## config.mk

```make
export PLATFORM = sky130hd
export DESIGN_NAME = two_operand_alu_with_register_file
export DESIGN_NICKNAME = d
export VERILOG_FILES = /design/src/sv/toalu_pkg.sv /design/src/sv/toalu_regfile.sv /design/src/sv/toalu_exec.sv /design/src/sv/two_operand_alu_with_register_file.sv
export SDC_FILE = /design/constraint.sdc
export NUM_CORES = 1
export LEC_CHECK = 0
export ABC_AREA = 1
export BUFFER_PORTS_ARGS = -buffer_cell sky130_fd_sc_hd__buf_4
export CORE_ASPECT_RATIO = 0.5
export CORE_MARGIN = 2
export CORE_UTILIZATION = 45
export DETAILED_ROUTE_END_ITERATION = 10
export MAX_ROUTING_LAYER = met4
export SYNTH_ARGS = -nofsm -noshare
export SYNTH_HDL_FRONTEND = slang
export SYNTH_SLANG_ARGS = --single-unit
```

## constraint.sdc

```tcl
create_clock -name clk -period 4.4 [get_ports clk]
set_input_delay 1.32 -clock clk [delete_from_list [all_inputs] [get_ports clk]]
set_output_delay 1.32 -clock clk [all_outputs]
set_load 0.02 [all_outputs]
```

## src/sv/toalu_pkg.sv

```systemverilog
// shared types, operation codes and constant table for the two-operand alu
`default_nettype none

package toalu_pkg;

	localparam int unsigned REG_COUNT = 8;
	localparam int unsigned REG_AW    = 3;
	localparam int unsigned DATA_W    = 16;

	localparam logic [DATA_W-1:0] BYTE_MASK = 16'h00FF;
	localparam logic [DATA_W-1:0] WORD_MASK = 16'hFFFF;
	localparam logic [DATA_W-1:0] BYTE_SIGN = 16'h0080;
	localparam logic [DATA_W-1:0] WORD_SIGN = 16'h8000;

	typedef enum logic [4:0] {
		OP_ADD  = 5'd0,
		OP_ADDC = 5'd1,
		OP_SUB  = 5'd2,
		OP_SUBC = 5'd3,
		OP_CMP  = 5'd4,
		OP_XOR  = 5'd5,
		OP_AND  = 5'd6,
		OP_BIT  = 5'd7,
		OP_BIC  = 5'd8,
		OP_BIS  = 5'd9,
		OP_MOV  = 5'd10,
		OP_SWAP = 5'd11,
		OP_SRA  = 5'd12,
		OP_RRC  = 5'd13,
		OP_SWPB = 5'd14,
		OP_SXT  = 5'd15,
		OP_NOP  = 5'd16
	} op_t;

	typedef struct packed {
		logic n;
		logic z;
		logic c;
		logic v;
	} flags_t;

	typedef struct packed {
		logic [DATA_W-1:0] result;
		logic [DATA_W-1:0] swap_val;
		flags_t            flags;
		logic              dst_we;
		logic              src_we;
	} exec_res_t;

	function automatic logic [DATA_W-1:0] const_value(input logic [REG_AW-1:0] idx);
		logic [DATA_W-1:0] v;
		case (idx)
			3'd0: v = 16'd0;
			3'd1: v = 16'd1;
			3'd2: v = 16'd2;
			3'd3: v = 16'd4;
			3'd4: v = 16'd8;
			3'd5: v = 16'd32;
			3'd6: v = 16'd48;
			3'd7: v = 16'hFFFF;
			default: v = 16'd0;
		endcase
		return v;
	endfunction

endpackage

`default_nettype wire

```

## src/sv/toalu_regfile.sv

```systemverilog
// eight-entry register file: two registered read ports, one write port, write-first
`default_nettype none

module toalu_regfile
	import toalu_pkg::*;
(
	input  wire logic              clk,
	input  wire logic              arst_n,
	input  wire logic              rd_en,
	input  wire logic [REG_AW-1:0] rd_addr_a,
	input  wire logic [REG_AW-1:0] rd_addr_b,
	output logic      [DATA_W-1:0] rd_data_a,
	output logic      [DATA_W-1:0] rd_data_b,
	input  wire logic              wr_en,
	input  wire logic [REG_AW-1:0] wr_addr,
	input  wire logic [DATA_W-1:0] wr_data
);

	logic [DATA_W-1:0]    mem_q [REG_COUNT];
	logic [REG_COUNT-1:0] vld_q;
	logic [DATA_W-1:0]    rdat_a_q;
	logic [DATA_W-1:0]    rdat_b_q;
	logic [DATA_W-1:0]    wdat_q;
	logic                 fwd_a_q;
	logic                 fwd_b_q;
	logic                 vld_a_q;
	logic                 vld_b_q;

	always_ff @(posedge clk) begin
		if (wr_en) begin
			mem_q[wr_addr] <= wr_data;
		end
		if (rd_en) begin
			rdat_a_q <= mem_q[rd_addr_a];
			rdat_b_q <= mem_q[rd_addr_b];
			wdat_q   <= wr_data;
		end
	end

	always_ff @(posedge clk or negedge arst_n) begin
		if (!arst_n) begin
			vld_q   <= '0;
			fwd_a_q <= 1'b0;
			fwd_b_q <= 1'b0;
			vld_a_q <= 1'b0;
			vld_b_q <= 1'b0;
		end else begin
			if (wr_en) begin
				vld_q[wr_addr] <= 1'b1;
			end
			if (rd_en) begin
				fwd_a_q <= wr_en && (wr_addr == rd_addr_a);
				fwd_b_q <= wr_en && (wr_addr == rd_addr_b);
				vld_a_q <= vld_q[rd_addr_a];
				vld_b_q <= vld_q[rd_addr_b];
			end
		end
	end

	// entries never written read as zero
	assign rd_data_a = fwd_a_q ? wdat_q : (vld_a_q ? rdat_a_q : '0);
	assign rd_data_b = fwd_b_q ? wdat_q : (vld_b_q ? rdat_b_q : '0);

endmodule

`default_nettype wire

```

## src/sv/toalu_exec.sv

```systemverilog
// execute logic: operand selection, adder, logic and shift ops, flag update
`default_nettype none

module toalu_exec
	import toalu_pkg::*;
(
	input  wire logic [4:0]        kind,
	input  wire logic              use_constant,
	input  wire logic              byte_mode,
	input  wire logic [REG_AW-1:0] source_index,
	input  wire logic [REG_AW-1:0] dest_index,
	input  wire logic [DATA_W-1:0] src_reg,
	input  wire logic [DATA_W-1:0] dst_reg,
	input  wire flags_t            flags_in,
	output exec_res_t              res
);

	always_comb begin
		op_t               op;
		logic [DATA_W-1:0] msk;
		logic [DATA_W-1:0] wmsk;
		logic [DATA_W-1:0] sb;
		logic [DATA_W-1:0] s;
		logic [DATA_W-1:0] d;
		logic [DATA_W-1:0] bop;
		logic [DATA_W-1:0] arith_r;
		logic [DATA_W-1:0] r;
		logic [DATA_W-1:0] nv;
		logic [DATA_W-1:0] sv;
		logic [DATA_W:0]   sum;
		logic              add_cin;
		logic              arith_c;
		logic              arith_v;
		logic              write;
		logic              set_nz;
		logic              logic_c;
		logic              zr;
		logic              ng;
		flags_t            f;

		op  = op_t'(kind);
		msk = byte_mode ? BYTE_MASK : WORD_MASK;
		sb  = byte_mode ? BYTE_SIGN : WORD_SIGN;
		s   = (use_constant ? const_value(source_index) : src_reg) & msk;
		d   = dst_reg & msk;

		bop     = s;
		add_cin = 1'b0;
		case (op) inside
			OP_ADDC: begin
				add_cin = flags_in.c;
			end
			OP_SUB, OP_CMP: begin
				bop     = ~s & msk;
				add_cin = 1'b1;
			end
			OP_SUBC: begin
				bop     = ~s & msk;
				add_cin = flags_in.c;
			end
			default: begin
				bop     = s;
				add_cin = 1'b0;
			end
		endcase

		sum     = {1'b0, d} + {1'b0, bop} + {{DATA_W{1'b0}}, add_cin};
		arith_r = sum[DATA_W-1:0] & msk;
		arith_c = byte_mode ? sum[8] : sum[DATA_W];
		arith_v = ((~(d ^ bop) & (d ^ arith_r) & sb) != '0);

		f       = flags_in;
		r       = '0;
		wmsk    = msk;
		write   = 1'b0;
		set_nz  = 1'b0;
		logic_c = 1'b0;

		case (op) inside
			OP_ADD, OP_ADDC, OP_SUB, OP_SUBC: begin
				r      = arith_r;
				write  = 1'b1;
				set_nz = 1'b1;
				f.c    = arith_c;
				f.v    = arith_v;
			end
			OP_CMP: begin
				r      = arith_r;
				set_nz = 1'b1;
				f.c    = arith_c;
				f.v    = arith_v;
			end
			OP_XOR: begin
				r       = d ^ s;
				write   = 1'b1;
				set_nz  = 1'b1;
				logic_c = 1'b1;
			end
			OP_AND: begin
				r       = d & s;
				write   = 1'b1;
				set_nz  = 1'b1;
				logic_c = 1'b1;
			end
			OP_BIT: begin
				r       = d & s;
				set_nz  = 1'b1;
				logic_c = 1'b1;
			end
			OP_BIC: begin
				r     = d & ~s & msk;
				write = 1'b1;
			end
			OP_BIS: begin
				r     = d | s;
				write = 1'b1;
			end
			OP_MOV, OP_SWAP: begin
				r     = s;
				write = 1'b1;
			end
			OP_SRA: begin
				r      = (d >> 1) | (d & sb);
				write  = 1'b1;
				set_nz = 1'b1;
				f.c    = d[0];
				f.v    = 1'b0;
			end
			OP_RRC: begin
				r      = (d >> 1) | (flags_in.c ? sb : '0);
				write  = 1'b1;
				set_nz = 1'b1;
				f.c    = d[0];
				f.v    = 1'b0;
			end
			OP_SWPB: begin
				wmsk  = WORD_MASK;
				r     = {dst_reg[7:0], dst_reg[15:8]};
				write = 1'b1;
			end
			OP_SXT: begin
				wmsk    = WORD_MASK;
				r       = {{8{dst_reg[7]}}, dst_reg[7:0]};
				write   = 1'b1;
				set_nz  = 1'b1;
				logic_c = 1'b1;
			end
			default: begin
				r     = '0;
				write = 1'b0;
			end
		endcase

		zr = ((r & wmsk) == '0);
		ng = (wmsk == WORD_MASK) ? r[15] : r[7];
		if (set_nz) begin
			f.z = zr;
			f.n = ng;
		end
		if (logic_c) begin
			f.c = !zr;
			f.v = 1'b0;
		end

		nv = (dst_reg & ~wmsk) | (r & wmsk);
		sv = (src_reg & ~msk) | d;

		res.result   = write ? nv : r;
		res.swap_val = ((op == OP_SWAP) && !use_constant) ? sv : '0;
		res.flags    = f;
		res.dst_we   = write;
		res.src_we   = (op == OP_SWAP) && !use_constant && (source_index != dest_index);
	end

endmodule

`default_nettype wire

```

## src/sv/two_operand_alu_with_register_file.sv

```systemverilog
// top level: two-operand alu with eight-entry register file and status flags
//
//  channel | handshake             | payload
//  --------+-----------------------+--------------------------------------------------
//  in      | in_valid / in_ready   | kind, use_constant, byte_mode, source_index,
//          |                       | dest_index
//  out     | out_valid / out_ready | result_value, swap_value, flag_negative,
//          |                       | flag_zero, flag_carry, flag_overflow
//
// an instruction reads the register file when accepted and executes in the next cycle,
// writing back and loading the output register once that register is free or being taken
// one instruction per cycle while the output is taken; swap with a register source
// blocks input as it commits, since its second write uses the single write port next cycle
// reset clears the register file valid bits, the flags and all valid flags
// a full output register that is not taken holds the execute stage, which holds the input
`default_nettype none

module two_operand_alu_with_register_file
	import toalu_pkg::*;
(
	input  wire logic        clk,
	input  wire logic        arst_n,
	input  wire logic        in_valid,
	output logic             in_ready,
	input  wire logic [4:0]  kind,
	input  wire logic        use_constant,
	input  wire logic        byte_mode,
	input  wire logic [2:0]  source_index,
	input  wire logic [2:0]  dest_index,
	output logic             out_valid,
	input  wire logic        out_ready,
	output logic [15:0]      result_value,
	output logic [15:0]      swap_value,
	output logic             flag_negative,
	output logic             flag_zero,
	output logic             flag_carry,
	output logic             flag_overflow
);

	logic              s1_valid_q;
	logic [4:0]        kind_s1;
	logic              uc_s1;
	logic              bm_s1;
	logic [REG_AW-1:0] si_s1;
	logic [REG_AW-1:0] di_s1;

	flags_t            flags_q;
	logic              pend_q;
	logic [REG_AW-1:0] pend_addr_q;
	logic [DATA_W-1:0] pend_data_q;

	logic              out_valid_q;
	logic [DATA_W-1:0] result_q;
	logic [DATA_W-1:0] swap_q;
	flags_t            out_flags_q;

	logic [DATA_W-1:0] src_reg;
	logic [DATA_W-1:0] dst_reg;
	exec_res_t         res;
	logic              commit;
	logic              accept;
	logic              wr_en;
	logic [REG_AW-1:0] wr_addr;
	logic [DATA_W-1:0] wr_data;

	assign commit   = s1_valid_q && (!out_valid_q || out_ready);
	assign in_ready = !s1_valid_q || (commit && !res.src_we);
	assign accept   = in_valid && in_ready;

	// second swap write never meets a commit
	assign wr_en   = (commit && res.dst_we) || pend_q;
	assign wr_addr = pend_q ? pend_addr_q : di_s1;
	assign wr_data = pend_q ? pend_data_q : res.result;

	toalu_regfile u_regfile (
		.clk       (clk),
		.arst_n    (arst_n),
		.rd_en     (accept),
		.rd_addr_a (source_index),
		.rd_addr_b (dest_index),
		.rd_data_a (src_reg),
		.rd_data_b (dst_reg),
		.wr_en     (wr_en),
		.wr_addr   (wr_addr),
		.wr_data   (wr_data)
	);

	toalu_exec u_exec (
		.kind         (kind_s1),
		.use_constant (uc_s1),
		.byte_mode    (bm_s1),
		.source_index (si_s1),
		.dest_index   (di_s1),
		.src_reg      (src_reg),
		.dst_reg      (dst_reg),
		.flags_in     (flags_q),
		.res          (res)
	);

	always_ff @(posedge clk or negedge arst_n) begin
		if (!arst_n) begin
			s1_valid_q  <= 1'b0;
			pend_q      <= 1'b0;
			flags_q     <= '0;
			out_valid_q <= 1'b0;
		end else begin
			if (accept) begin
				s1_valid_q <= 1'b1;
			end else if (commit) begin
				s1_valid_q <= 1'b0;
			end
			pend_q <= commit && res.src_we;
			if (commit) begin
				flags_q <= res.flags;
			end
			if (commit) begin
				out_valid_q <= 1'b1;
			end else if (out_ready) begin
				out_valid_q <= 1'b0;
			end
		end
	end

	always_ff @(posedge clk) begin
		if (accept) begin
			kind_s1 <= kind;
			uc_s1   <= use_constant;
			bm_s1   <= byte_mode;
			si_s1   <= source_index;
			di_s1   <= dest_index;
		end
		if (commit) begin
			pend_addr_q <= si_s1;
			pend_data_q <= res.swap_val;
			result_q    <= res.result;
			swap_q      <= res.swap_val;
			out_flags_q <= res.flags;
		end
	end

	assign out_valid     = out_valid_q;
	assign result_value  = result_q;
	assign swap_value    = swap_q;
	assign flag_negative = out_flags_q.n;
	assign flag_zero     = out_flags_q.z;
	assign flag_carry    = out_flags_q.c;
	assign flag_overflow = out_flags_q.v;

	// second swap write happens with the execute stage empty
	a_pend_alone: assert property (@(posedge clk) disable iff (!arst_n)
		pend_q |-> !s1_valid_q)
		else $error("second swap write overlaps an executing transaction");

	a_swap_pend: assert property (@(posedge clk) disable iff (!arst_n)
		(commit && res.src_we) |=> pend_q)
		else $error("swap source write not scheduled");

	a_commit_out: assert property (@(posedge clk) disable iff (!arst_n)
		commit |=> out_valid_q)
		else $error("executed transaction did not reach the output register");

	a_flags_hold: assert property (@(posedge clk) disable iff (!arst_n)
		!commit |=> $stable(flags_q))
		else $error("flags changed without an executed transaction");

endmodule

`default_nettype wire
```

==> out/qor.csv, run 1 <==
stage;metric;value;unit
floorplan;Die ar.;0.0344;sq mm
power;Seq pwr share;0.463;
timing;max_slew headroom;0.396;
timing;Worst Tran Pin Value;0.906;ns
synth;post-synth top area share;0.464;
place;IO Port Bufs;54;
clocking;Clk pin slew, worst setup/hold paths;0.07;ns
timing;FMAX;242;MHz
worst_setup_path;slowest cell delay on critical path;0.52;ns
clocking;H-tree depth;1;
route;Vias;12700;
global_route;Tot GR Track Use;0.273;
worst_setup_path;Worst setup SP type;flop;
place;RePlAce Congestion;0.993;
timing;max-slew violation count;0;
clocking;CTS tree;done;
floorplan;Ports;55;
status;status;completed;
place;setup slack after placement;0.275;ns
worst_setup_path;Setup Crit Path Kind;flop to flop;
timing;fin crit share;0.939;
synth;Post-synth EDFFs;228;
clocking;Num CTS Buffers;24;
synth;share of flip-flops with an asynchronous set or reset;0.0748;
synth;Syn Nets;1816;
route;final WL;46.0;mm
route;Avg Vias per Cell;5.72;
timing;final setup violation count;0;
worst_setup_path;CP cell instances;nor2_2 -> nand2_1 -> nor2_1 -> a31oi_1 -> o21ai_1 -> xor2_1 -> fa_1 -> fa_1 -> nand3_1 -> nand2_1 -> or2_2 -> nand3_1 -> nand3_1 -> inv_1 -> nand2_1 -> nor2_1 -> nand3_1 -> nor2_1 -> nand4_1 -> and2_1;
synth;synth top area cells;edfxtp_1, nand2_1, o21ai_0;
synth;register area share after synthesis;0.505;
worst_setup_path;CP Buf/Inv Count;1;
layout;fin util;0.514;
place;detailed placement HPWL;31.7;mm
layout;final net count;1856;
worst_hold_path;Worst Hold Class;flop to flop;
place;DP Area;0.0157;sq mm
timing;Fin. Hold Viols;0;
timing;worst setup margin;0.268;ns
synth;ys flop type;edfxtp_1;
power;Int Power;4.38;mW
synth;synth unique cells;43;
synth;Cell Area, Synth;0.0148;sq mm
power;Clk pwr share;0.311;
clocking;Clock Latency Late Sink;0.55;ns
worst_setup_path;cell mode on critical path;nand3_1;
layout;Finished Cell Area;0.0165;sq mm
worst_setup_path;critical path's top delay family;simple AND/OR/NAND/NOR gates;
worst_setup_path;WP data required;4.69;ns
clocking;Clock Tree Root;clkbuf_16;
floorplan;initial core utilization;0.462;
timing;Final Critical Period;4.13;ns
worst_setup_path;CP max FO;7;
worst_setup_path;critical path endpoint category;flop;
synth;leading area contributor after synthesis;edfxtp_1;
timing;Worst Skew;0.0236;ns
layout;Layout area overhead;11.5;%
global_route;vias in the first global route;11700;
power;P_sw;2.01;mW
floorplan;Die Y;132;um
global_route;first-pass GRT wire length;69.7;mm
timing;RSZ-0062 raised after global routing;no;
power;Pwr Density;388;mW/mm^2
floorplan;Die W;260;um
global_route;initial antenna violation count;0;
run;max_cap viols;0;
route;antenna viol nets, final;0;
power;maximum vdd drop;0.195;mV
floorplan;num rows;46;
route;DR iter-0 viols;1649;
synth;cells after synthesis;1731;
global_route;Congestion Overflow GR;0;
synth;synth warn;0;
synth;register bit total from synthesis;254;
floorplan;core area;0.0320;sq mm
layout;Antenna diodes;0;
power;Switching Fraction;0.314;
clocking;Max clock buf depth;3;
synth;Mapped Avg Cell Area;8.53;sq um
route;drt first pass iters;6;
layout;layout cells sized above 1;0.0974;
worst_setup_path;critical path's slowest cell;edfxtp_1;
route;Routed WL per cell;20.8;um
route;DRC violations left;0;
global_route;largest net degree at the start of global routing;87;
power;Comb pwr share;0.226;
power;leakage;6.93;nW
worst_setup_path;Worst Path Arrival;4.43;ns
clocking;clock sinks;254;
## metrics by stage
step	power (mW)	hold WS, ns	instances	TNS [ns]
floorplan	3.88	0.439	1731	-38.63
global placement	4.39	0.458	2177	0
detailed placement	4.42	0.461	2177	0
CTS	6.40	0.478	2218	0
global route	6.67	0.510	2218	0
finish	6.39	0.480	2218	0
## synthesized netlist by cell type, types with 14 or more instances
master	n
inv_1	178
o211ai_1	34
nand3_1	81
ha_1	66
clkbuf_1	54
a21oi_1	127
edfxtp_1	228
buf_2	17
xor2_1	17
dfrtp_1	19
o21ai_0	184
nand4_1	27
nor2_1	115
a31oi_1	50
inv_2	14
or2_2	16
nand2_1	430
## path summary, 6_finish.rpt
kind | start | to | slack (ns) | cells past startpoint
setup / recovery | kind_s1[1] | flag_carry | 0.27 | 20
hold / removal | u_regfile.vld_q[2] | u_regfile.vld_q[2] | 0.48 | 2
setup reg to reg | kind_s1[1] | flag_carry | 0.27 | 20
hold reg to reg | u_regfile.vld_q[2] | u_regfile.vld_q[2] | 0.48 | 2
max in group asynchronous | arst_n | pend_q | 3.47 | 1
min in group asynchronous | arst_n | u_regfile.vld_q[1] | 0.65 | 1
## worst register-to-register path: stages, from the launching register on
cell	delay, ns
edfxtp_1	0.52
nor2_2	0.21
nand2_1	0.07
nor2_1	0.18
a31oi_1	0.08
o21ai_1	0.22
xor2_1	0.14
fa_1	0.48
fa_1	0.50
nand3_1	0.11
nand2_1	0.10
or2_2	0.29
nand3_1	0.10
nand3_1	0.08
inv_1	0.09
nand2_1	0.07
nor2_1	0.10
nand3_1	0.08
nor2_1	0.17
nand4_1	0.13
and2_1	0.16
## cell usage in the layout, fill, tap and decap left out, types with 3 or more instances in the layout
cell type  count
a21oi_1      127
a31oi_1       50
buf_4         93
clkbuf_1       7
clkbuf_16     24
clkinv_1       9
dfrtp_1       19
dfxtp_1        7
edfxtp_1     228
ha_1          66
inv_1        178
inv_2         14
nand2_1      429
nand3_1       81
nand4_1       27
nor2_1       114
nor2_2         5
nor2_4         4
nor4_2         4
o211ai_1      34
o21a_1         5
o21ai_0      183
o21ai_1        8
or2_0          7
or2_2         16
xnor2_1        3
xor2_1        17
## cell families after synthesis
group | synth area share
flops | 0.505
buf+inv | 0.0723
fa+ha+maj | 0.0586
compound gates | 0.154
simple gates | 0.198
xor+xnor | 0.0119
## registers in the layout, indices dropped and copies added (netlist names), 3 cells and up, named ones only
register / flops
di_s1: 3
flags_q: 4
kind_s1: 5
pend_addr_q: 3
result_value: 16
si_s1: 3
swap_value: 16
u_regfile.mem_q: 128
u_regfile.rdat_a_q: 16
u_regfile.rdat_b_q: 16
u_regfile.vld_q: 8
u_regfile.wdat_q: 16
## routing by layer
metal	track usage	part of all wire
met4	0.0651	0.023
met3	0.0396	0.092
met2	0.399	0.43
met1	0.400	0.45
met5	-	0
## what timing repair did
item / 4_1_cts / 5_1_grt
buffers inserted: 0 / 0
hold buffers: 0 / 0
endpoints found under the setup margin: 0 / 21
gates resized for setup: 0 / 3
## layout make-up
type	count	area (sq um)
well taps	432	541
clock inverters	9	92.6
multi-input cells	1201	6270
flip-flops and latches	254	7460
fillers	2967	15500
clock buffers	32	641
repair buffers	94	718
inverters	196	736
## power groups by stage
stage          clock network [mW]  logic [mW]  registers [mW]
3_5_place_dp                    0        1.41            3.01
5_1_grt                      2.11        1.58            2.97
2_1_floorplan                   0       0.840            3.04
6_report                     1.99        1.45            2.96
3_3_place_gp                    0        1.39            3.01
4_1_cts                      2.02        1.42            2.96
No activity file was read; power rests on OpenSTA's default activity.
==> inputs of run 2 (changes only) <==
--- a/config.mk
+++ b/config.mk
@@ -9,9 +9,11 @@
 export BUFFER_PORTS_ARGS = -buffer_cell sky130_fd_sc_hd__buf_4
 export CORE_ASPECT_RATIO = 0.5
 export CORE_MARGIN = 2
-export CORE_UTILIZATION = 45
+export CORE_UTILIZATION = 56
 export DETAILED_ROUTE_END_ITERATION = 10
 export MAX_ROUTING_LAYER = met4
+export PLACE_DENSITY = 0.76
+export SETUP_SLACK_MARGIN = 0.3
 export SYNTH_ARGS = -nofsm -noshare
 export SYNTH_HDL_FRONTEND = slang
 export SYNTH_SLANG_ARGS = --single-unit
==> out/qor.csv, run 2 (synthesized netlist as in run 1, its figures left out) <==
stage;metric;value;unit;change
status;status;completed;;
worst_setup_path;CP max FO;9;;+2
worst_setup_path;Worst Path Arrival;4.22;ns;-0.21 ns
place;RePlAce Congestion;1.05;;+5.7%
global_route;initial antenna violation count;0;;unchanged
floorplan;Die Y;119;um;-10%
global_route;met1 Use GR;0.472;;+0.0724
worst_setup_path;Setup Crit Path Kind;flop to flop;;
place;IO Port Bufs;54;;unchanged
power;Pwr Density;396;mW/mm^2;+1.8%
clocking;Num CTS Buffers;24;;unchanged
floorplan;Ports;55;;unchanged
floorplan;Die W;234;um;-10%
timing;Fin. Hold Viols;0;;unchanged
clocking;CTS Hold Bufs;0;;unchanged
layout;Antenna diodes;0;;unchanged
floorplan;Die ar.;0.0278;sq mm;-19%
clocking;H-tree depth;1;;unchanged
place;setup slack after placement;0.228;ns;-0.0472 ns
floorplan;initial core utilization;0.578;;+0.117
global_route;GRT busiest layer;met2;;
timing;Worst Skew;0.0143;ns;-0.00928 ns
worst_setup_path;CP cell instances;nor2_2 -> inv_1 -> nor2_1 -> a31oi_1 -> o21ai_1 -> buf_6 -> xor2_2 -> fa_2 -> buf_4 -> nand3_1 -> nand2_1 -> buf_4 -> nand2_1 -> nand2_1 -> nand3_1 -> nand3b_1 -> nand3_1 -> nand3_1 -> nand2_1 -> nand2_1 -> nor2_2 -> nand4_1 -> and2_1;;
timing;max-slew violation count;0;;unchanged
timing;Worst Tran Pin Value;1.14;ns;+0.230 ns
clocking;clock sinks;254;;unchanged
global_route;routing usage on met2;0.478;;+0.0793
floorplan;core area;0.0255;sq mm;-20%
worst_hold_path;Hold Crit Depth;0;;-2
timing;worst setup margin;0.482;ns;+0.215 ns
place;detailed placement HPWL;30.6;mm;-3.5%
clocking;Clock Latency Late Sink;0.55;ns;about the same
route;antenna viol nets, final;0;;unchanged
timing;FMAX;255;MHz;+5.5%
layout;max reg flops;128;;unchanged
timing;max_slew headroom;0.239;;-0.157
route;final WL;44.7;mm;-2.9%
power;leakage;7.05;nW;+1.8%
clocking;Max clock buf depth;3;;unchanged
layout;leading cell type in the layout, fill and taps excluded;nand2_1;;
clocking;Clock Tree Root;clkbuf_16;;
global_route;vias in the first global route;12200;;+3.9%
timing;Final Critical Period;3.92;ns;-0.215 ns
layout;largest reg by FF count;u_regfile.mem_q;;
timing;RSZ-0062 raised after global routing;yes;;
global_route;largest net degree at the start of global routing;70;;-20%
worst_setup_path;slowest cell delay on critical path;0.49;ns;-0.03 ns
layout;layout cells sized above 1;0.120;;+0.0228
global_route;Congestion Overflow GR;0;;unchanged
clocking;CTS tree;done;;
place;Inst Count DP;2095;;-3.8%
route;Avg Vias per Cell;6.10;;+6.6%
layout;final net count;1872;;+0.86%
power;Pwr Total;6.58;mW;+3.0%
worst_setup_path;critical path endpoint category;flop;;
global_route;Tot GR Track Use;0.327;;+0.0541
worst_hold_path;Worst Hold Class;flop to flop;;
route;drt first pass iters;7;;+1
worst_setup_path;critical path's slowest cell;edfxtp_1;;
timing;TNS Setup;0;ns;unchanged
layout;most frequent cells in the layout;nand2_1, edfxtp_1, o21ai_0, inv_1, a21oi_1;;
worst_setup_path;R2R cell count;23;;+15%
global_route;met3 Use GR;0.0606;;+0.0210
power;maximum vdd drop;0.290;mV;+49%
worst_setup_path;Worst setup SP type;flop;;
timing;fin crit share;0.890;;-0.0488
route;DRC violations left;0;;unchanged
clocking;Clk pin slew, worst setup/hold paths;0.07;ns;about the same
layout;Layout area overhead;12.7;%;
route;Routed WL per cell;20.8;um;+0.25%
run;max_cap viols;0;;unchanged
layout;fin cells;2149;;-3.1%
route;DR iter-0 viols;2175;;+32%
worst_setup_path;cell mode on critical path;nand2_1;;
worst_setup_path;WP data required;4.70;ns;about the same
timing;final setup violation count;0;;unchanged
timing;Hold Slack;0.488;ns;+0.00721 ns
global_route;first-pass GRT wire length;67.4;mm;-3.3%
floorplan;num rows;41;;-11%
route;Vias;13100;;+3.3%
[run 2: cell count changes in the layout (fill, tap and decap cells not counted), moves of 4 or more]
cell	before	now
buf_4	93	108
nand2_1	429	424
nand2_2	2	7
nor2_1	114	109
nor2_2	5	10
nor4_2	4	0
nor4_4	0	4
[run 2: path summary, 6_finish.rpt]
| check | startpoint | to | slack (ns) |
|---|---|---|---|
| min in group asynchronous | arst_n | u_regfile.vld_q[0] | 0.65 |
| max | kind_s1[3] | flag_carry | 0.48 |
| min | si_s1[1] | pend_addr_q[1] | 0.49 |
| min reg2reg | si_s1[1] | pend_addr_q[1] | 0.49 |
| max reg2reg | kind_s1[3] | flag_carry | 0.48 |
| max in group asynchronous | arst_n | flags_q[3] | 3.48 |
[run 2: power by group]
part,total [mW],switching (mW),internal [mW]
registers,2.96,0.0828,2.88
clock network,2.14,0.946,1.20
logic,1.48,1.04,0.437
total,6.58,2.07,4.52
[run 2: critical path, delay by kind of cell, from the launching register on]
| kind | cells | cell delay, ns |
|---|---|---|
| flops | 1 | 0.49 |
| buf+inv | 4 | 0.61 |
| xor+xnor | 1 | 0.09 |
| compound gates | 2 | 0.20 |
| simple gates | 15 | 1.85 |
| fa+ha+maj | 1 | 0.43 |
[run 2: cell type report]
class	instances	area, sq um
flip-flops and latches	254	7460
fillers	2062	8900
multi-input cells	1201	6380
repair buffers	110	833
clock buffers	28	616
well taps	344	430
clock inverters	16	189
inverters	196	736
[run 2: what timing repair did]
item | in CTS | in global routing
pin swaps | 0 | 5
hold endpoints to repair | 0 | 0
setup endpoints to repair | 28 | 104
resized for setup | 4 | 24
buffers inserted | 0 | 10
[run 2: layer usage]
layer / wire length (um) / vias to the layer above
li1: - / 6006
met1: 18300 / 6138
met2: 19500 / 865
met3: 5820 / 95
met4: 1050 / 0
met5: 0 / -
[run 2: through the flow]
stage	instance area, sq um	util
2_1_floorplan	14800	-
5_1_grt	16600	0.652
3_3_place_gp	15700	0.614
3_5_place_dp	15700	0.614
6_report	16600	0.652
4_1_cts	16500	0.646
